### src/rtl/assert_macros.svh
// ----------------------------------------------------------------------------
// assert_macros.svh
// Concurrent assertion macros for the RTL, included by ldu_face_sparse_matvec_top.
// ----------------------------------------------------------------------------
`ifndef ASSERT_MACROS_SVH
`define ASSERT_MACROS_SVH

`ifndef SYNTHESIS
`define ASSERT_ALWAYS(label, clk, rst, prop, msg) \
  label: assert property (@(posedge clk) disable iff (rst) (prop)) else $error(msg);
`define ASSERT_NEXT(label, clk, rst, ante, cons, msg) \
  label: assert property (@(posedge clk) disable iff (rst) (ante) |=> (cons)) else $error(msg);
`else
`define ASSERT_ALWAYS(label, clk, rst, prop, msg)
`define ASSERT_NEXT(label, clk, rst, ante, cons, msg)
`endif

`endif

### src/rtl/ldu_pkg.sv
// ----------------------------------------------------------------------------
// ldu_pkg
// Types, codes and constants of the face-addressed sparse matvec block.
// ----------------------------------------------------------------------------
package ldu_pkg;

  localparam int MAX_CELLS_DEFAULT = 1024;
  localparam int CELL_CNT_W = 11;
  localparam int INDEX_W = 10;
  localparam int DATA_W = 32;
  localparam int ACC_W = 40;
  localparam int Q_FRAC = 16;

  localparam logic [CELL_CNT_W-1:0] CELL_COUNT_RESET = 11'd1024;

  localparam logic [1:0] MODE_LOAD = 2'd0;
  localparam logic [1:0] MODE_FACE = 2'd1;
  localparam logic [1:0] MODE_READ = 2'd2;

  localparam logic STATUS_OK = 1'b0;
  localparam logic STATUS_RANGE = 1'b1;

  localparam logic [ACC_W-1:0] ACC_MAX = 40'h7F_FFFF_FFFF;
  localparam logic [ACC_W-1:0] ACC_MIN = 40'h80_0000_0000;

  typedef struct packed {
    logic [1:0] mode;
    logic [INDEX_W-1:0] cell_index;
    logic signed [DATA_W-1:0] diag_coef;
    logic signed [DATA_W-1:0] psi_value;
    logic [INDEX_W-1:0] lower_cell;
    logic [INDEX_W-1:0] upper_cell;
    logic signed [DATA_W-1:0] lower_coef;
    logic signed [DATA_W-1:0] upper_coef;
  } item_t;

  typedef struct packed {
    logic status;
    logic signed [ACC_W-1:0] result_value;
  } result_t;

endpackage

### src/rtl/ldu_mac.sv
// ----------------------------------------------------------------------------
// ldu_mac
// Shared multiply-accumulate unit: registered product of Q16.16 operands,
// then rounding, accumulate and 40-bit saturation.
// ----------------------------------------------------------------------------
module ldu_mac
  import ldu_pkg::*;
(
  input  logic clk,
  input  logic mul_en,
  input  logic signed [DATA_W-1:0] mul_a,
  input  logic signed [DATA_W-1:0] mul_b,
  input  logic [ACC_W-1:0] acc,
  output logic [ACC_W-1:0] sum
);

  localparam int PROD_W = 2 * DATA_W;
  localparam int SUM_W = PROD_W - Q_FRAC + 1;

  logic signed [PROD_W-1:0] prod;
  logic [SUM_W-1:0] acc_ext;
  logic [SUM_W-1:0] rnd_ext;
  logic [SUM_W-1:0] total;

  always_ff @(posedge clk) begin
    if (mul_en) begin
      prod <= mul_a * mul_b;
    end
  end

  assign acc_ext = {{(SUM_W-ACC_W){acc[ACC_W-1]}}, acc};
  assign rnd_ext = {prod[PROD_W-1], prod[PROD_W-1:Q_FRAC]};
  assign total = acc_ext + rnd_ext + SUM_W'(prod[Q_FRAC-1]);

  always_comb begin
    if (total[SUM_W-1:ACC_W-1] == {(SUM_W-ACC_W+1){total[SUM_W-1]}}) begin
      sum = total[ACC_W-1:0];
    end else if (total[SUM_W-1]) begin
      sum = ACC_MIN;
    end else begin
      sum = ACC_MAX;
    end
  end

endmodule

### config.mk
export PLATFORM = sky130hd
export DESIGN_NAME = ldu_mac
export DESIGN_NICKNAME = d
export VERILOG_FILES = /design/src/rtl/assert_macros.svh /design/src/rtl/ldu_pkg.sv /design/src/rtl/ldu_mac.sv
export SDC_FILE = /design/constraint.sdc
export NUM_CORES = 2
export LEC_CHECK = 0
export ABC_AREA = 1
export BUFFER_PORTS_ARGS = -buffer_cell sky130_fd_sc_hd__buf_2
export CAP_MARGIN = 10
export CELL_PAD_IN_SITES_DETAIL_PLACEMENT = 1
export CELL_PAD_IN_SITES_GLOBAL_PLACEMENT = 1
export CORE_ASPECT_RATIO = 0.5
export CORE_MARGIN = 1.5
export CORE_UTILIZATION = 46
export CTS_CLUSTER_DIAMETER = 60
export DETAILED_ROUTE_END_ITERATION = 12
export PLACE_DENSITY_LB_ADDON = 0.3
export SYNTH_ARGS = -nofsm -noshare
export SYNTH_HDL_FRONTEND = slang
export SYNTH_SLANG_ARGS = --single-unit
### constraint.sdc
create_clock -name clk -period 10.95 [get_ports clk]
set_input_delay 2.19 -clock clk [delete_from_list [all_inputs] [get_ports clk]]
set_output_delay 2.19 -clock clk [all_outputs]
set_load 0.01 [all_outputs]
**Word level (Yosys, flattened, before mapping)**

Cells that the tools add are included.

- Register bits after elaboration: 64
- Bits of input ports: 106
- Output and inout port bits: 40
- Logic and storage cells: 7

- Add/sub/neg operators: 2
- Multipliers: 1
- Equal/unequal tests: 1
- Mux-type cells: 2

Operator list:

| kind | count |
|---|---|
| 40-bit 2-to-1 mux | 2 |
| 32-bit by 32-bit multiplier with 64-bit output | 1 |
| 40-bit by 48-bit adder with 49-bit output | 1 |
| 49-bit by 1-bit adder with 49-bit output | 1 |
| 9-bit == test | 1 |

**Longest topological paths before layout**

- Depth in word-level cells: 4
- Gate-level depth with buffers: 30
- Mapped depth without buffers: 29

**Worst setup path before layout**

No wires, ideal clock.

- Kind: input -> register
- Start point: input port mul_a[31]
- End point: register prod[62], data pin
- Setup time: 0.265 ns
- Arrival time: 9.055 ns
- Data required time: 10.685 ns
- Slack: 1.629 ns
- Stages: 25
- Path buffers: 1
- Cells stage by stage: clkbuf_1 nand2_1 inv_1 fa_1 fa_1 fa_1 inv_1 fa_1 inv_1 fa_1 fa_1 inv_1 fa_1 fa_1 inv_1 ha_1 nand2_1 nor2_1 inv_1 nor2_1 inv_1 nor3_1 nand2_1 o21ai_0 xor2_1

- Cells in the longest elaborated chain, start to end: 1

RTL lines:

| item | RTL line | text |
|---|---|---|
| from (decl) | ldu_mac.sv:11 | `input logic signed [DATA_W-1:0] mul_a,` |
| 32-bit by 32-bit multiplier with 64-bit output | ldu_mac.sv:27 | `prod <= mul_a * mul_b;` |
| to (signal assigned) | ldu_mac.sv:27 |  |
| to (decl) | ldu_mac.sv:20 | `logic signed [PROD_W-1:0] prod;` |

Every way passes these cells.
A chain may end at the register's enable or synchronous reset.

**Final worst setup path**

- Start point: input port mul_b[8]
- End point: register prod[55], data pin

- Cells in the longest elaborated chain, start to end: 1

RTL lines:

| item | RTL line | text |
|---|---|---|
| from (decl) | ldu_mac.sv:12 | `input logic signed [DATA_W-1:0] mul_b,` |
| 32-bit by 32-bit multiplier with 64-bit output | ldu_mac.sv:27 |  |

Every way passes these cells.

==> out/metrics.yaml <==
design.portCount: 146
number_of_buffer_cells_added_on_primary_ports: 145
mappedNetlistArea_um2: 43100
min_path_type: "primary input to register"
met1_usage: 0.447
clk_root_buffer_cell: "clkbuf_16"
max_slew.worst_pin.slew_ns: 1.08
synth_unique_cells: 38
groute.usage.overall: 0.335
finalCritPeriodShare: 0.919
place.gp.congestion: 0.978
drv_slew: 0
placed_cells_incl_taps: 6835
hold_depth: 2
dp_hpwl_mm: 134
wire_per_inst_um: 23.0
timing.critical_path.slowest_cell_delay_ns: 0.72
registers.top_by_ff_count: "prod"
drc_errors: 0
cts.reportedPaths.clkPinSlew_ns: 0.07
ys_seq_area_frac: 0.0341
timing_hold_violations_final: 0
cts_post_setup_buffers_inserted: 0
core_area_um2: 92900
die_y_um: 219
outcome: "finished, final reports clean"
routed-via-count: 36151
globalRouteOverflowTotal: 0
antenna_found_initial: 4
worst_slew_margin_rel: 0.279
post_cts.resized_instances: 0
critPathKind: "primary input to register"
ys_seq_elements: 49
numClockSinks: 49
unrepaired_setup_endpoints_after_global_routing: "no"
bufs_on_longest_clock_path: 2
maxCapViolations: 0
worstHoldEndpoint: "prod[55]$_DFFE_PP_"
hp-start: "mul_en"
synthesis.instances: 5573
met3_usage_grt: 0.0568
fin_crit_ns: 10.07
cp_data_required_time_ns: 11.07
postSynthNetCount: 6989
floorplan.die_area_um2: 95700
final_cell_mix: "inv_1, nand2_1, fa_1, ha_1, nor2_1"
floorplan.initialDensity: 0.464
first_global_vias: 41044
stdcell_count: 6845
grt_first_pass_wirelength_mm: 241
placementRows: 79
setup_viol_count_final: 0
grt_most_used_layer: "met2"
n_fill_cell: 11704
path_cells: "buf_2 > nand2_1 > fa_1 > fa_1 > inv_1 > fa_1 > inv_1 > fa_1 > inv_1 > fa_1 > fa_1 > inv_1 > fa_1 > inv_1 > fa_1 > ha_1 > nand2_1 > nor2_1 > nand2_1 > nor4_1 > nand2_1 > nand2_1 > xor2_1"
final_common_cell: "inv_1"
critical-path-top-cell-by-count: "fa_1"
h_tree_lvl_count: 2
area_delta_synth_final_pct: 5.00
critical_path_buf_inv_count: 6
finish.net_count: 7003
drt-pass1-iter-count: 5
yosys_warnings: 0
postRouteWirelength_mm: 157
crit_slowest_cell: "inv_1"
largest_register_ff_count: 49
drt_first_iter_violations: 2828
final_antenna_net_count: 0
die_width_um: 436
finalSetupTns_ns: 0
fmax_mhz: 99.4
cts_hold_buf: 0
arrival_ns: 10.18
grt_max_degree: 50
cts_tree: "done"
cp-start-kind: "primary input"
layout_top_registers: "prod: 49 flops"
multi_input_comb_area_um2: 34300
vias_per_cell: 5.28
seq_area_um2: 1470
post_route_cells_drive_above_1_share: 0.0446
globalRouteMet2Util: 0.565
critical_path.max_fanout: 32
number_of_buffers_created_by_cts: 5
timing.critical_path.max_delay_family: "adder cells"
critical_path.endpoint_type: "register"
postSynthAreaPerCell_um2: 7.74
[through the flow]
| stage | hold WS, ns | cell area, µm² | util | setup WS [ns] |
|---|---|---|---|---|
| finish | 2.53 | 45300 | 0.487 | 0.885 |
| detailed placement | 2.87 | 45100 | 0.486 | 0.639 |
| floorplan | 2.30 | 43100 | - | 1.63 |
| CTS | 2.56 | 45300 | 0.487 | 0.961 |
| global route | 2.58 | 45300 | 0.487 | 0.481 |
| global placement | 2.86 | 45100 | 0.486 | 0.793 |
[layout make-up]
type                       instances  share of cell area
antenna                            2            0.000111
clock buffer                       5             0.00276
clock inverter                     3            0.000636
inverter                        1731               0.144
multi-input combinational       3589               0.759
sequential                        49              0.0325
tap                             1255              0.0347
timing repair buffer             211              0.0273
[layer usage]
layer / routed length [µm] / vias up
li1: - / 15607
met1: 66000 / 18880
met2: 73200 / 1381
met3: 13200 / 279
met4: 5010 / 4
met5: 34 / -
[worst max path at each step]
stage / startpoint / end / slack, ns / depth (start not counted)
2_1_floorplan: mul_a[31] / prod[62]$_DFFE_PP_ / 1.63 / 25
3_3_place_gp: mul_b[8] / prod[55]$_DFFE_PP_ / 0.79 / 23
3_5_place_dp: mul_b[8] / prod[55]$_DFFE_PP_ / 0.64 / 23
4_1_cts: mul_b[8] / prod[55]$_DFFE_PP_ / 0.96 / 23
5_1_grt: mul_b[8] / prod[62]$_DFFE_PP_ / 0.48 / 25
6_report: mul_b[8] / prod[55]$_DFFE_PP_ / 0.88 / 23
[cell families after synthesis]
logic type | synth area share
flops | 0.0341
xor+xnor | 0.0201
simple gates | 0.174
fa+ha+maj | 0.569
compound gates | 0.0333
buf+inv | 0.169
[synth_stat cells]
cell type,n,area share
inv_1,1725,0.15
nand2_1,1515,0.13
fa_1,1083,0.50
ha_1,227,0.066
nor2_1,222,0.019
clkbuf_1,192,0.017
a21oi_1,144,0.017
nand3_1,101,0.012
xor2_1,70,0.014
o21ai_0,63,0.0073
edfxtp_1,49,0.034
xnor2_1,29,0.0059
nand4_1,26,0.0038
nor3_1,23,0.0027
a31oi_1,11,0.0016
o21a_1,11,0.0019
o21bai_1,11,0.0019
a21o_1,8,0.0014
nor2_2,8,0.0012
or2_2,7,0.0010
buf_2,6,0.00070
inv_2,6,0.00052
nor4_1,6,0.00087
nand2_2,5,0.00073
o211ai_1,4,0.00070
a21boi_0,3,0.00052
buf_4,3,0.00052
buf_6,3,0.00078
and2_1,2,0.00029
o221ai_1,2,0.00041
a211oi_1,1,0.00017
a221oi_1,1,0.00020
a31o_2,1,0.00020
nand3_2,1,0.00023
nand3b_1,1,0.00017
nor2_4,1,0.00026
nor3_2,1,0.00023
o311ai_0,1,0.00020
Power is not shown: default switching activity piles up to over one toggle a cycle in this logic, so the estimate is an artifact.
